<file path="config.mk">
export PLATFORM = sky130hd
export DESIGN_NAME = udp_destination_filter_core
export DESIGN_NICKNAME = d
export VERILOG_FILES = /design/src/sv/udf_pkg.sv /design/src/sv/udp_destination_filter_core.sv /design/src/sv/udf_front.sv /design/src/sv/udf_queue.sv /design/src/sv/udf_back.sv
export VERILOG_INCLUDE_DIRS = /design/src /design/src/sv
export SDC_FILE = /design/constraint.sdc
export NUM_CORES = 1
export LEC_CHECK = 0
export ABC_CLOCK_PERIOD_IN_PS = 12320
export BUFFER_PORTS_ARGS = -buffer_cell sky130_fd_sc_hd__buf_2
export CAP_MARGIN = 0
export CORE_ASPECT_RATIO = 0.7
export CORE_UTILIZATION = 60
export DETAILED_ROUTE_END_ITERATION = 8
export PLACE_DENSITY = 0.86
export SKIP_CTS_REPAIR_TIMING = 1
export SYNTH_ARGS = -nofsm -noshare
export SYNTH_HDL_FRONTEND = slang
export SYNTH_SLANG_ARGS = --single-unit
</file>
<file path="constraint.sdc">
create_clock -name clk -period 12.32 [get_ports clk]
set_input_delay 3.696 -clock clk [delete_from_list [all_inputs] [get_ports clk]]
set_output_delay 3.696 -clock clk [all_outputs]
set_load 0.005 [all_outputs]
</file>
<file path="src/sv/assert_macros.svh">
// Assertion macros shared by the filter RTL.
// No dependencies; included by modules that carry concurrent checks.
`ifndef ASSERT_MACROS_SVH
`define ASSERT_MACROS_SVH

// Same-cycle implication, disabled while in reset.
`define ASSERT_IMPLIES(lbl, clk, rst_n, ante, cons) \
  lbl: assert property (@(posedge clk) disable iff (!rst_n) (ante) |-> (cons)) \
    else $error("%m: assertion failed");

// Next-cycle implication, disabled while in reset.
`define ASSERT_NEXT(lbl, clk, rst_n, ante, cons) \
  lbl: assert property (@(posedge clk) disable iff (!rst_n) (ante) |=> (cons)) \
    else $error("%m: assertion failed");

`endif

</file>
<file path="src/sv/udf_pkg.sv">
// Shared types and constants for the UDP destination filter.
// No dependencies; imported by every filter module.
`timescale 1ns / 1ps

package udf_pkg;

  localparam logic [15:0] TAG_8021Q  = 16'h8100;
  localparam logic [15:0] TAG_8021AD = 16'h88A8;
  localparam logic [15:0] TYPE_IPV4  = 16'h0800;
  localparam logic [7:0]  PROTO_UDP  = 8'd17;
  localparam logic [3:0]  IP_VERSION = 4'd4;
  localparam logic [3:0]  IHL_MIN    = 4'd5;

  localparam logic [6:0] ETH_HDR_LEN = 7'd14;
  localparam logic [6:0] TAGGED_LEN  = 7'd18;
  localparam logic [6:0] IP_MIN_LEN  = 7'd20;
  localparam logic [6:0] UDP_HDR_LEN = 7'd8;

  localparam logic [15:0] POS_MAX = 16'hFFFF;

  localparam int CFG_IDX_W = 2;
  localparam logic [CFG_IDX_W-1:0] CFG_DST_ADDRESS = 2'd0;
  localparam logic [CFG_IDX_W-1:0] CFG_DST_PORT    = 2'd1;

  localparam int QUEUE_DEPTH = 4;
  localparam int QUEUE_AW    = $clog2(QUEUE_DEPTH);

  typedef struct packed {
    logic [7:0] data_byte;
    logic       frame_end;
  } in_item_t;

  typedef struct packed {
    logic        matched;
    logic [6:0]  payload_offset;
    logic [15:0] payload_length;
    logic [31:0] frames_seen;
    logic [31:0] frames_matched;
    logic [31:0] bytes_matched;
  } out_item_t;

  // Header fields captured over one frame, handed from parser to checker.
  typedef struct packed {
    logic [15:0] cap_len;
    logic [15:0] outer_type;
    logic [15:0] inner_type;
    logic [3:0]  header_words;
    logic [3:0]  version;
    logic [7:0]  protocol;
    logic [31:0] dst_address;
    logic [15:0] udp_dport;
    logic [15:0] udp_length;
  } frame_rec_t;

endpackage

</file>
<file path="src/sv/udp_destination_filter_core.sv">
// Top level of the UDP destination filter: parser, record queue, checker.
// Depends on udf_pkg, udf_front, udf_queue and udf_back.
//
//   channel | direction | handshake            | payload
//   in_     | input     | in_valid / in_stall  | in_item_t (one frame byte)
//   out_    | output    | out_valid / out_stall| out_item_t (one per frame)
//   cfg_    | input     | cfg_wr_en            | cfg_index, cfg_wdata
//
// One byte is taken per cycle unless stalled; out_valid is a registered output.
// Frame ends may come every cycle; a four-entry record queue decouples the parser.
// in_stall rises only while that queue is full; out_stall back-pressures the checker.
// Synchronous active-low reset clears counters, position, latches and registers.
`timescale 1ns / 1ps

module udp_destination_filter_core import udf_pkg::*; (
  input  logic                 clk,
  input  logic                 rst_n,
  input  logic                 in_valid,
  output logic                 in_stall,
  input  in_item_t             in_data,
  output logic                 out_valid,
  input  logic                 out_stall,
  output out_item_t            out_data,
  input  logic                 cfg_wr_en,
  input  logic [CFG_IDX_W-1:0] cfg_index,
  input  logic [31:0]          cfg_wdata
);

  logic       rec_push;
  frame_rec_t rec_data;
  logic       q_full, q_empty, q_pop;
  frame_rec_t q_head;

  assign in_stall = q_full;

  udf_front u_front (
    .clk      (clk),
    .rst_n    (rst_n),
    .in_valid (in_valid),
    .in_stall (in_stall),
    .in_data  (in_data),
    .rec_push (rec_push),
    .rec_data (rec_data)
  );

  udf_queue u_queue (
    .clk       (clk),
    .rst_n     (rst_n),
    .push      (rec_push),
    .push_data (rec_data),
    .full      (q_full),
    .pop       (q_pop),
    .empty     (q_empty),
    .head      (q_head)
  );

  udf_back u_back (
    .clk       (clk),
    .rst_n     (rst_n),
    .cfg_wr_en (cfg_wr_en),
    .cfg_index (cfg_index),
    .cfg_wdata (cfg_wdata),
    .q_empty   (q_empty),
    .q_head    (q_head),
    .q_pop     (q_pop),
    .out_valid (out_valid),
    .out_stall (out_stall),
    .out_data  (out_data)
  );

endmodule

</file>
<file path="src/sv/udf_front.sv">
// Byte parser: tracks position and latches Ethernet/VLAN/IPv4/UDP fields.
// Depends on udf_pkg; pushes one frame_rec_t per frame end.
`timescale 1ns / 1ps
`include "assert_macros.svh"

module udf_front import udf_pkg::*; (
  input  logic       clk,
  input  logic       rst_n,
  input  logic       in_valid,
  input  logic       in_stall,
  input  in_item_t   in_data,
  output logic       rec_push,
  output frame_rec_t rec_data
);

  logic [15:0] pos_r, pos_nxt, pos_inc;
  logic [15:0] outer_r, outer_nxt;
  logic [15:0] inner_r, inner_nxt;
  logic [3:0]  hw_r, hw_nxt;
  logic [3:0]  ver_r, ver_nxt;
  logic [7:0]  proto_r, proto_nxt;
  logic [31:0] addr_r, addr_nxt;
  logic [15:0] port_r, port_nxt;
  logic [15:0] ulen_r, ulen_nxt;

  logic        accept;
  logic        is_vlan;
  logic [15:0] base16;
  logic [15:0] udp16;
  logic [7:0]  b;

  assign accept = in_valid && !in_stall;
  assign b      = in_data.data_byte;
  assign is_vlan = (outer_r == TAG_8021Q) || (outer_r == TAG_8021AD);
  assign base16 = {9'd0, (is_vlan ? TAGGED_LEN : ETH_HDR_LEN)};
  assign udp16  = base16 + {10'd0, hw_r, 2'b00};
  assign pos_inc = (pos_r != POS_MAX) ? pos_r + 16'd1 : pos_r;

  always_comb begin
    outer_nxt = outer_r;
    inner_nxt = inner_r;
    hw_nxt    = hw_r;
    ver_nxt   = ver_r;
    proto_nxt = proto_r;
    addr_nxt  = addr_r;
    port_nxt  = port_r;
    ulen_nxt  = ulen_r;
    if (pos_r == 16'd12 || pos_r == 16'd13) begin
      outer_nxt = {outer_r[7:0], b};
    end
    if (pos_r == 16'd16 || pos_r == 16'd17) begin
      inner_nxt = {inner_r[7:0], b};
    end
    if (pos_r >= {9'd0, ETH_HDR_LEN}) begin
      if (pos_r == base16) begin
        ver_nxt = b[7:4];
        hw_nxt  = b[3:0];
      end
      if (pos_r == base16 + 16'd9) begin
        proto_nxt = b;
      end
      if (pos_r >= base16 + 16'd16 && pos_r <= base16 + 16'd19) begin
        addr_nxt = {addr_r[23:0], b};
      end
      if (pos_r > base16) begin
        if (pos_r == udp16 + 16'd2 || pos_r == udp16 + 16'd3) begin
          port_nxt = {port_r[7:0], b};
        end
        if (pos_r == udp16 + 16'd4 || pos_r == udp16 + 16'd5) begin
          ulen_nxt = {ulen_r[7:0], b};
        end
      end
    end
    pos_nxt = in_data.frame_end ? 16'd0 : pos_inc;
  end

  always_ff @(posedge clk) begin
    if (!rst_n) begin
      pos_r   <= '0;
      outer_r <= '0;
      inner_r <= '0;
      hw_r    <= '0;
      ver_r   <= '0;
      proto_r <= '0;
      addr_r  <= '0;
      port_r  <= '0;
      ulen_r  <= '0;
    end else if (accept) begin
      pos_r   <= pos_nxt;
      outer_r <= outer_nxt;
      inner_r <= inner_nxt;
      hw_r    <= hw_nxt;
      ver_r   <= ver_nxt;
      proto_r <= proto_nxt;
      addr_r  <= addr_nxt;
      port_r  <= port_nxt;
      ulen_r  <= ulen_nxt;
    end
  end

  assign rec_push = accept && in_data.frame_end;

  always_comb begin
    rec_data.cap_len      = pos_inc;
    rec_data.outer_type   = outer_nxt;
    rec_data.inner_type   = inner_nxt;
    rec_data.header_words = hw_nxt;
    rec_data.version      = ver_nxt;
    rec_data.protocol     = proto_nxt;
    rec_data.dst_address  = addr_nxt;
    rec_data.udp_dport    = port_nxt;
    rec_data.udp_length   = ulen_nxt;
  end

  `ASSERT_NEXT(a_pos_clear, clk, rst_n, rec_push, pos_r == 16'd0)
  `ASSERT_IMPLIES(a_cap_nonzero, clk, rst_n, rec_push, rec_data.cap_len != 16'd0)
  `ASSERT_NEXT(a_pos_hold, clk, rst_n, !accept, pos_r == $past(pos_r))

endmodule

</file>
<file path="src/sv/udf_queue.sv">
// Short FIFO of per-frame header records between parser and checker.
// Depends on udf_pkg for frame_rec_t and QUEUE_DEPTH.
`timescale 1ns / 1ps
`include "assert_macros.svh"

module udf_queue import udf_pkg::*; (
  input  logic       clk,
  input  logic       rst_n,
  input  logic       push,
  input  frame_rec_t push_data,
  output logic       full,
  input  logic       pop,
  output logic       empty,
  output frame_rec_t head
);

  frame_rec_t              mem_r [QUEUE_DEPTH];
  logic [QUEUE_AW-1:0]     wr_ptr_r, rd_ptr_r;
  logic [QUEUE_AW:0]       count_r, count_nxt;
  logic                    do_push, do_pop;

  assign full    = count_r == (QUEUE_AW + 1)'(QUEUE_DEPTH);
  assign empty   = count_r == '0;
  assign do_push = push && !full;
  assign do_pop  = pop && !empty;
  assign head    = mem_r[rd_ptr_r];

  always_comb begin
    count_nxt = count_r;
    if (do_push && !do_pop) begin
      count_nxt = count_r + 1'b1;
    end else if (do_pop && !do_push) begin
      count_nxt = count_r - 1'b1;
    end
  end

  always_ff @(posedge clk) begin
    if (!rst_n) begin
      wr_ptr_r <= '0;
      rd_ptr_r <= '0;
      count_r  <= '0;
    end else begin
      count_r <= count_nxt;
      if (do_push) begin
        wr_ptr_r <= wr_ptr_r + 1'b1;
      end
      if (do_pop) begin
        rd_ptr_r <= rd_ptr_r + 1'b1;
      end
    end
  end

  always_ff @(posedge clk) begin
    if (do_push) begin
      mem_r[wr_ptr_r] <= push_data;
    end
  end

  `ASSERT_IMPLIES(a_no_overflow, clk, rst_n, push, !full)
  `ASSERT_IMPLIES(a_count_range, clk, rst_n, 1'b1, count_r <= (QUEUE_AW + 1)'(QUEUE_DEPTH))

endmodule

</file>
<file path="src/sv/udf_back.sv">
// Frame checker and statistics: filters each record, keeps running counters.
// Depends on udf_pkg; holds the destination address and port registers.
`timescale 1ns / 1ps
`include "assert_macros.svh"

module udf_back import udf_pkg::*; (
  input  logic                 clk,
  input  logic                 rst_n,
  input  logic                 cfg_wr_en,
  input  logic [CFG_IDX_W-1:0] cfg_index,
  input  logic [31:0]          cfg_wdata,
  input  logic                 q_empty,
  input  frame_rec_t           q_head,
  output logic                 q_pop,
  output logic                 out_valid,
  input  logic                 out_stall,
  output out_item_t            out_data
);

  logic [31:0] dst_address_r;
  logic [15:0] dport_r;

  // check stage
  logic        chk_valid_r;
  logic        chk_matched_r, chk_matched_nxt;
  logic [6:0]  chk_off_r, chk_off_nxt;
  logic [15:0] chk_len_r, chk_len_nxt;

  // output stage
  logic        out_valid_r;
  out_item_t   out_data_r;
  logic [31:0] seen_r, match_r, sum_r;

  logic        chk_adv;
  logic        is_vlan;
  logic [15:0] l3_type;
  logic [6:0]  base, ihl, udp, off;
  logic [15:0] cap;
  logic [15:0] len_full;
  logic [16:0] frame_end_pos;
  logic        hdr_ok;

  always_ff @(posedge clk) begin
    if (!rst_n) begin
      dst_address_r <= '0;
      dport_r       <= '0;
    end else if (cfg_wr_en) begin
      unique case (cfg_index)
        CFG_DST_ADDRESS: dst_address_r <= cfg_wdata;
        CFG_DST_PORT:    dport_r       <= cfg_wdata[15:0];
        default: ;
      endcase
    end
  end

  assign chk_adv = !out_valid_r || !out_stall;
  assign q_pop   = !q_empty && (!chk_valid_r || chk_adv);

  always_comb begin
    cap      = q_head.cap_len;
    is_vlan  = (q_head.outer_type == TAG_8021Q) || (q_head.outer_type == TAG_8021AD);
    l3_type  = is_vlan ? q_head.inner_type : q_head.outer_type;
    base     = is_vlan ? TAGGED_LEN : ETH_HDR_LEN;
    ihl      = {1'b0, q_head.header_words, 2'b00};
    udp      = base + ihl;
    off      = udp + UDP_HDR_LEN;
    len_full = q_head.udp_length - {9'd0, UDP_HDR_LEN};
    frame_end_pos = {10'd0, off} + {1'b0, len_full};
    hdr_ok = (cap >= {9'd0, ETH_HDR_LEN})
          && (!is_vlan || cap >= {9'd0, TAGGED_LEN})
          && (l3_type == TYPE_IPV4)
          && (cap >= {9'd0, base} + {9'd0, IP_MIN_LEN})
          && (q_head.version == IP_VERSION)
          && (q_head.header_words >= IHL_MIN)
          && (cap >= {9'd0, off})
          && (q_head.protocol == PROTO_UDP)
          && (q_head.dst_address == dst_address_r)
          && (q_head.udp_dport == dport_r)
          && (q_head.udp_length >= {9'd0, UDP_HDR_LEN});
    chk_matched_nxt = hdr_ok;
    chk_len_nxt     = len_full;
    if ({1'b0, cap} < frame_end_pos) begin
      if (cap > {9'd0, off}) begin
        chk_len_nxt = cap - {9'd0, off};
      end else begin
        chk_matched_nxt = 1'b0;
      end
    end
    chk_off_nxt = off;
    if (!chk_matched_nxt) begin
      chk_off_nxt = '0;
      chk_len_nxt = '0;
    end
  end

  always_ff @(posedge clk) begin
    if (!rst_n) begin
      chk_valid_r <= 1'b0;
    end else if (q_pop) begin
      chk_valid_r <= 1'b1;
    end else if (chk_adv) begin
      chk_valid_r <= 1'b0;
    end
  end

  always_ff @(posedge clk) begin
    if (q_pop) begin
      chk_matched_r <= chk_matched_nxt;
      chk_off_r     <= chk_off_nxt;
      chk_len_r     <= chk_len_nxt;
    end
  end

  always_ff @(posedge clk) begin
    if (!rst_n) begin
      out_valid_r <= 1'b0;
      seen_r      <= '0;
      match_r     <= '0;
      sum_r       <= '0;
    end else if (chk_adv) begin
      out_valid_r <= chk_valid_r;
      if (chk_valid_r) begin
        seen_r <= seen_r + 32'd1;
        if (chk_matched_r) begin
          match_r <= match_r + 32'd1;
          sum_r   <= sum_r + {16'd0, chk_len_r};
        end
      end
    end
  end

  always_ff @(posedge clk) begin
    if (chk_adv && chk_valid_r) begin
      out_data_r.matched        <= chk_matched_r;
      out_data_r.payload_offset <= chk_off_r;
      out_data_r.payload_length <= chk_len_r;
      out_data_r.frames_seen    <= seen_r + 32'd1;
      out_data_r.frames_matched <= match_r + {31'd0, chk_matched_r};
      out_data_r.bytes_matched  <= chk_matched_r ? sum_r + {16'd0, chk_len_r} : sum_r;
    end
  end

  assign out_valid = out_valid_r;
  assign out_data  = out_data_r;

  `ASSERT_IMPLIES(a_unmatched_zero, clk, rst_n, out_valid_r && !out_data_r.matched,
    out_data_r.payload_offset == 7'd0 && out_data_r.payload_length == 16'd0)
  `ASSERT_IMPLIES(a_seen_tracks, clk, rst_n, out_valid_r, out_data_r.frames_seen == seen_r)
  `ASSERT_IMPLIES(a_matched_offset, clk, rst_n, chk_valid_r && chk_matched_r,
    chk_off_r >= ETH_HDR_LEN + IP_MIN_LEN + UDP_HDR_LEN)

endmodule

</file>
## After elaboration in Yosys (flattened, before gate mapping)

Memories as Yosys holds them, arrays and structs flattened. A register that Yosys moved wholly into a read port is not among the register bits.
Index checks and enable logic that the tools add are counted.

- Bits in registers: 425
- Output and inout port bits: 122
- Input port bits: 48
- Memories: 1
- Memory bits (writable): 512
- Word-level logic and storage cells: 164

- Reduce and logical (&&, ||, !) cells: 44
- Muxes and demuxes: 34
- Order comparisons: 12
- Add/sub/neg operators: 23
- Equality and inequality tests: 22

Memories:

| memory | depth | bits a word | rd ports | clocked after memory_dff | wr ports | line | RTL |
|---|---|---|---|---|---|---|---|
| u_queue.mem_r | 4 | 128 | 1 | 1 | 1 | udf_queue.sv:17 | `frame_rec_t mem_r [QUEUE_DEPTH];` |

Operators with widths:

| kind | count |
|---|---|
| 16-bit two-way mux | 13 |
| 16-bit == test | 6 |
| 32-bit two-way mux | 3 |
| 32-bit by 1-bit adder with 32-bit output (second input constant) | 2 |
| 16-bit == test (second input constant) | 4 |
| 16-bit by 4-bit greater-or-equal comparator with 1-bit output (second input constant) | 3 |
| 16-bit by 2-bit adder with 16-bit output (second input constant) | 2 |
| 16-bit by 3-bit adder with 16-bit output (second input constant) | 2 |
| 32-bit by 1-bit adder with 32-bit output | 1 |
| 32-bit by 16-bit adder with 32-bit output | 1 |
| 16-bit by 4-bit == test with 1-bit output (second input constant) | 2 |
| 16-bit by 5-bit == test with 1-bit output (second input constant) | 2 |
| 32-bit == test | 1 |
| 16-bit greater-or-equal comparator | 2 |
| 16-bit by 7-bit greater-than comparator with 1-bit output | 2 |
| 7-bit by 5-bit adder with 8-bit output (second input constant) | 3 |
| 1-bit logical AND | 19 |
| 7-bit by 16-bit adder with 17-bit output | 1 |
| 16-bit by 17-bit < comparator with 1-bit output | 1 |
| 16-bit by 1-bit adder with 16-bit output (second input constant) | 1 |
| 16-bit by 12-bit == test with 1-bit output (second input constant) | 1 |
| 16-bit by 7-bit == test with 1-bit output | 1 |
| 16-bit by 5-bit greater-or-equal comparator with 1-bit output (second input constant) | 1 |
| 16-bit by 7-bit greater-or-equal comparator with 1-bit output | 1 |
| other kinds (29) | 60 |

## Depth between registers and ports, before layout

- Depth after elaboration: 16
- Gate-level depth with buffers: 34
- Gate-level depth less buffers: 28

## Hierarchy

Synthesis repeated with hierarchy kept, for this count alone.

- Cells, all modules: 3,015
- Area total of the unflattened synthesis: 41,531.1 um^2

Modules (own cells, without submodules):

| module | seq. area each (um^2) | cells an instance | area an instance (um^2) | times used |
|---|---|---|---|---|
| udf_queue | 15,554.9 | 716 | 19,054.5 | 1 |
| udf_back | 7,186.9 | 1,545 | 14,960.6 | 1 |
| udf_front | 2,562.5 | 754 | 7,516.0 | 1 |

## Least setup slack after synthesis

OpenSTA, ideal clock, no wires.

- Path type: in2reg
- From: in out_stall
- To: reg u_back.seen_r[14]
- Arrival: 8,020 ps
- Setup time: 128 ps
- Slack: 4,173 ps
- Cell stages on the path: 7
- Cells stage by stage: nand2_1 -> nand2_1 -> clkinv_1 -> clkbuf_1 -> nand2_1 -> xnor2_1 -> nor2_1

- Word-level cells in the longest chain between the ends: 3

Ends and longest elaborated chain:

| what | line | RTL |
|---|---|---|
| start, declared | udp_destination_filter_core.sv:22 | `input logic out_stall,` |
| 1-bit zero test | udf_back.sv:56 | `assign chk_adv = !out_valid_r \|\| !out_stall;` |
| 1-bit logical OR | udf_back.sv:56 |  |
| 2-bit AND reduction (no source line) | -- |  |
| end signal, assigned | udf_back.sv:123 | `seen_r <= seen_r + 32'd1;` |
| end, declared | udf_back.sv:32 | `logic [31:0] seen_r, match_r, sum_r;` |

Every way passes these cells.
A chain may end at the register's enable or synchronous reset.

==> impl_results.md <==
- CTS tree: done
- Post-Synth Adder-Cell Area: ~2.6%
- Post-DR vias/cell: a little over 6
- Largest family of logic cells by synthesized area: simple AND/OR/NAND/NOR gates
- Vias in the first global route: about 24,000
- Htree depth: 3
- Compound-cell area share of the yosys netlist: 4.09%
- Router iterations before antenna repair: 6
- Crit path DAT: 9130 ps
- Critical path launch point type: flip-flop
- Cell area power density: roughly 200 nW/um2
- GRT overflow: 0
- Ys Warns: 0
- Share of power burned in combinational logic: 27.2%
- Post-synthesis register bit count: 937
- GRT Overall Usage: 26.4%
- Mapped Nets: 3,205
- Synth area leaders: edfxtp_1, dfxtp_1, mux4_2, mux2_2, nor2_1
- Via Count: approximately 25,000
- Hold Crit Class: flip-flop to flip-flop
- Num CTS Buffers: 83
- Count of boundary I/O pins: 170
- Leakage: 15.8 nW
- DRC viols: 0
- Final hold viol count: 0
- Root Driver: clkbuf_16
- Largest stage delay, worst path: 730 ps
- Largest area contributor in the netlist: edfxtp_1
- Final ANT Viol Nets: 0
- Routed WL: 90,500 um
- Netlist cell types: 79
- DR WL/cell: 21.7 um
- Post-route design area: roughly 44,000 um2
- Share of cells above drive strength 1: 18.0%
- Most frequent cells in the layout: edfxtp_1, nor2_1, dfxtp_1
- Sw Share: 31.3%
- Fmax: 0.116 GHz
- NumNets Final: around 3,300
- Register area share after synthesis: between 60% and 70%
- CP Capture Type: flip-flop
- Syn Inst Count: 3,078
- Status: finished clean
- Area Overhead vs Synth: 10.9%
- Worst vdd ir: 0.130 mV
- Async SR Flop Fraction: 0%
- Die width: 311 um
- Placed instance area: 41,600 um2
- EDFF count, synth: 654
- Rel. slew slack: ~3.4%
- Initial antenna violation count: 4
- Seq pwr share: 43.7%
- Period utilization: roughly 70%
- Final critical-path required period: 8620 ps
- Starting Density: 61.2%
- RSZ-0062 raised after global routing: false
- Worst skew pair latency: approximately 660 ps
- WP data required: 12,830 ps
- Worst slack, placed: about 3800 ps
- TritonCTS Sinks: 937
- Mapped cell area: 40,000 um2
- Psw: 0.00285 W
- Largest net degree at the start of global routing: 100
- GP Congestion: 0.935
- Syn Area/Cell: 13.0 um2
- PnR worst setup slack: 3700 ps
- Setup tns final: 0 ps
- Max Slew Vio Count: 0
- Buffers on Ports: 168
- # rows: 78
- Synth top area share: 49.1%
- Simple-gate share of the synthesized area: roughly 13%
- Crit-path max FO: 43
- Clk pwr share: between 20 and 30%
- Core area: ~65,000 um2
- Ys flop type: edfxtp_1
- CTS clk-pin slew, worst paths: 70 ps
- Multi-input gate area: approximately 14,000 um2
- DRT iter0 DRCs: between 3,000 and 4,000
- Multiplexer area fraction after synthesis: 9.22%
- Worst Tran Pin Value: 1440 ps
- Setup Viol. Count Final: 0
- Kind of critical path: flip-flop to flip-flop
- Slowest-stage cell, CP: buf_4
- Deepest clock path buffer count: 3
- Post-synthesis xor/xnor area fraction: 5.82%
- Most common cell after layout, fill and taps aside: edfxtp_1
- Die area: 67,800 um2
- Die H: 218 um
- Int Pwr: 0.00625 W
- First-pass GRT wire length: 138,000 um
- Fillers: 4,313
- Max Cap Viol: 0
- Register area: 25,300 um2
- Worst Skew: 24.1 ps
- Hpwl dp: 57,800 um
==> power groups by stage <==
| stage | registers [W] | clock network (W) | logic (W) |
|---|---|---|---|
| floorplan | 0.00399 | 0 | 0.00178 |
| global placement | 0.00402 | 0 | 0.00233 |
| detailed placement | 0.00404 | 0 | 0.00239 |
| CTS | 0.00398 | 0.00268 | 0.00244 |
| global route | 0.00400 | 0.00279 | 0.00267 |
| finish | 0.00398 | 0.00266 | 0.00248 |
==> per-layer routing <==
layer	wire length [um]	GRT usage [%]	part of all wire (%)	vias up
met2	40900	40.1	45	1256
met4	2370	7.93	2.6	0
met3	9250	6.10	10	191
li1	-	-	-	11500
met1	38000	38.1	42	12500
met5	0	0	0	-
==> logic make-up (layout without fill, tap and decap cells) <==
| group | Yosys count | after routing |
|---|---|---|
| adder cells (fa/ha/maj) | 81 | 81 |
| AND/OR/NAND/NOR | 1094 | 1094 |
| other | 1 | 3 |
| buffers and inverters | 194 | 399 |
| multiplexers | 236 | 236 |
| XOR/XNOR | 266 | 266 |
| AO/OA/AOI/OAI | 269 | 269 |
| flip-flops | 937 | 937 |
==> final timing paths <==
path | from | cells after the start | slack [ps] | endpoint
worst min register to register | u_back.chk_off_r[4] | 0 | 420 | u_back.out_data[116]
worst max register to register | flip-flop | 29 | 3700 | u_back.chk_len_r[8]
worst max-delay path | flip-flop | 29 | 3700 | u_back.chk_len_r[8]
worst min-delay path | u_back.chk_off_r[4] | 0 | 420 | u_back.out_data[116]
==> through the flow <==
stage	power, W	utilization (%)	hold WS, ps	std cells
4_1_cts	0.00910	67.9	421	4163
5_1_grt	0.00947	67.9	430	4163
2_1_floorplan	0.00577	-	400	3078
6_report	0.00911	67.9	423	4165
3_3_place_gp	0.00635	63.6	412	4007
3_5_place_dp	0.00643	63.6	407	4007
==> cell type report <==
cell class	count	area share, %
antenna	2	0.0113
clock buffer	104	5.18
clock inverter	52	1.12
inverter	50	0.451
multi-input combinational	1947	31.4
sequential	937	57.0
tap	880	2.48
timing repair buffer	193	2.32
==> flip-flops by register name, indices dropped and copies added, names as in the netlist, 32 cells and up, named ones only <==
name,flops
u_queue.mem_r,512
u_back.match_r,32
u_back.seen_r,32
u_back.dst_address_r,32
u_back.sum_r,32
u_front.addr_r,32
u_back.out_data,119
==> worst max-delay path, delay by kind of cell, from the launching register on <==
| family | cells | cell delay [ps] |
|---|---|---|
| fa+ha+maj | 5 | 1360 |
| xor+xnor | 2 | 860 |
| compound gates | 9 | 2120 |
| mux | 2 | 990 |
| buf+inv | 5 | 1120 |
| simple gates | 6 | 1440 |
| flops | 1 | 550 |
==> synthesized netlist by cell type (7+ instances only) <==
cell        n
nor4_1     31
buf_6       8
and4_1      8
edfxtp_1  654
o21ai_0    44
xnor2_1   144
ha_1       73
a22oi_1    13
dfxtp_1   283
and2_1     14
nor2_1    372
buf_4       7
mux2i_1    18
buf_2      10
a31oi_1    13
nand3_1    70
or2_2      11
a211oi_1    7
or3_1      28
mux4_2     75
o21a_1      8
nor2_2      9
nand2_1   266
nand2b_1   10
buf_1       9
a21o_1     19
a21oi_1   129
and3_1     35
mux4_1     14
xor2_1    122
nand4_1    45
mux2_2    129
nor3_1    133
nor2b_1    16
clkbuf_1  107
inv_1      48
nor4b_1    18
No activity file was read; power rests on OpenSTA's default activity.
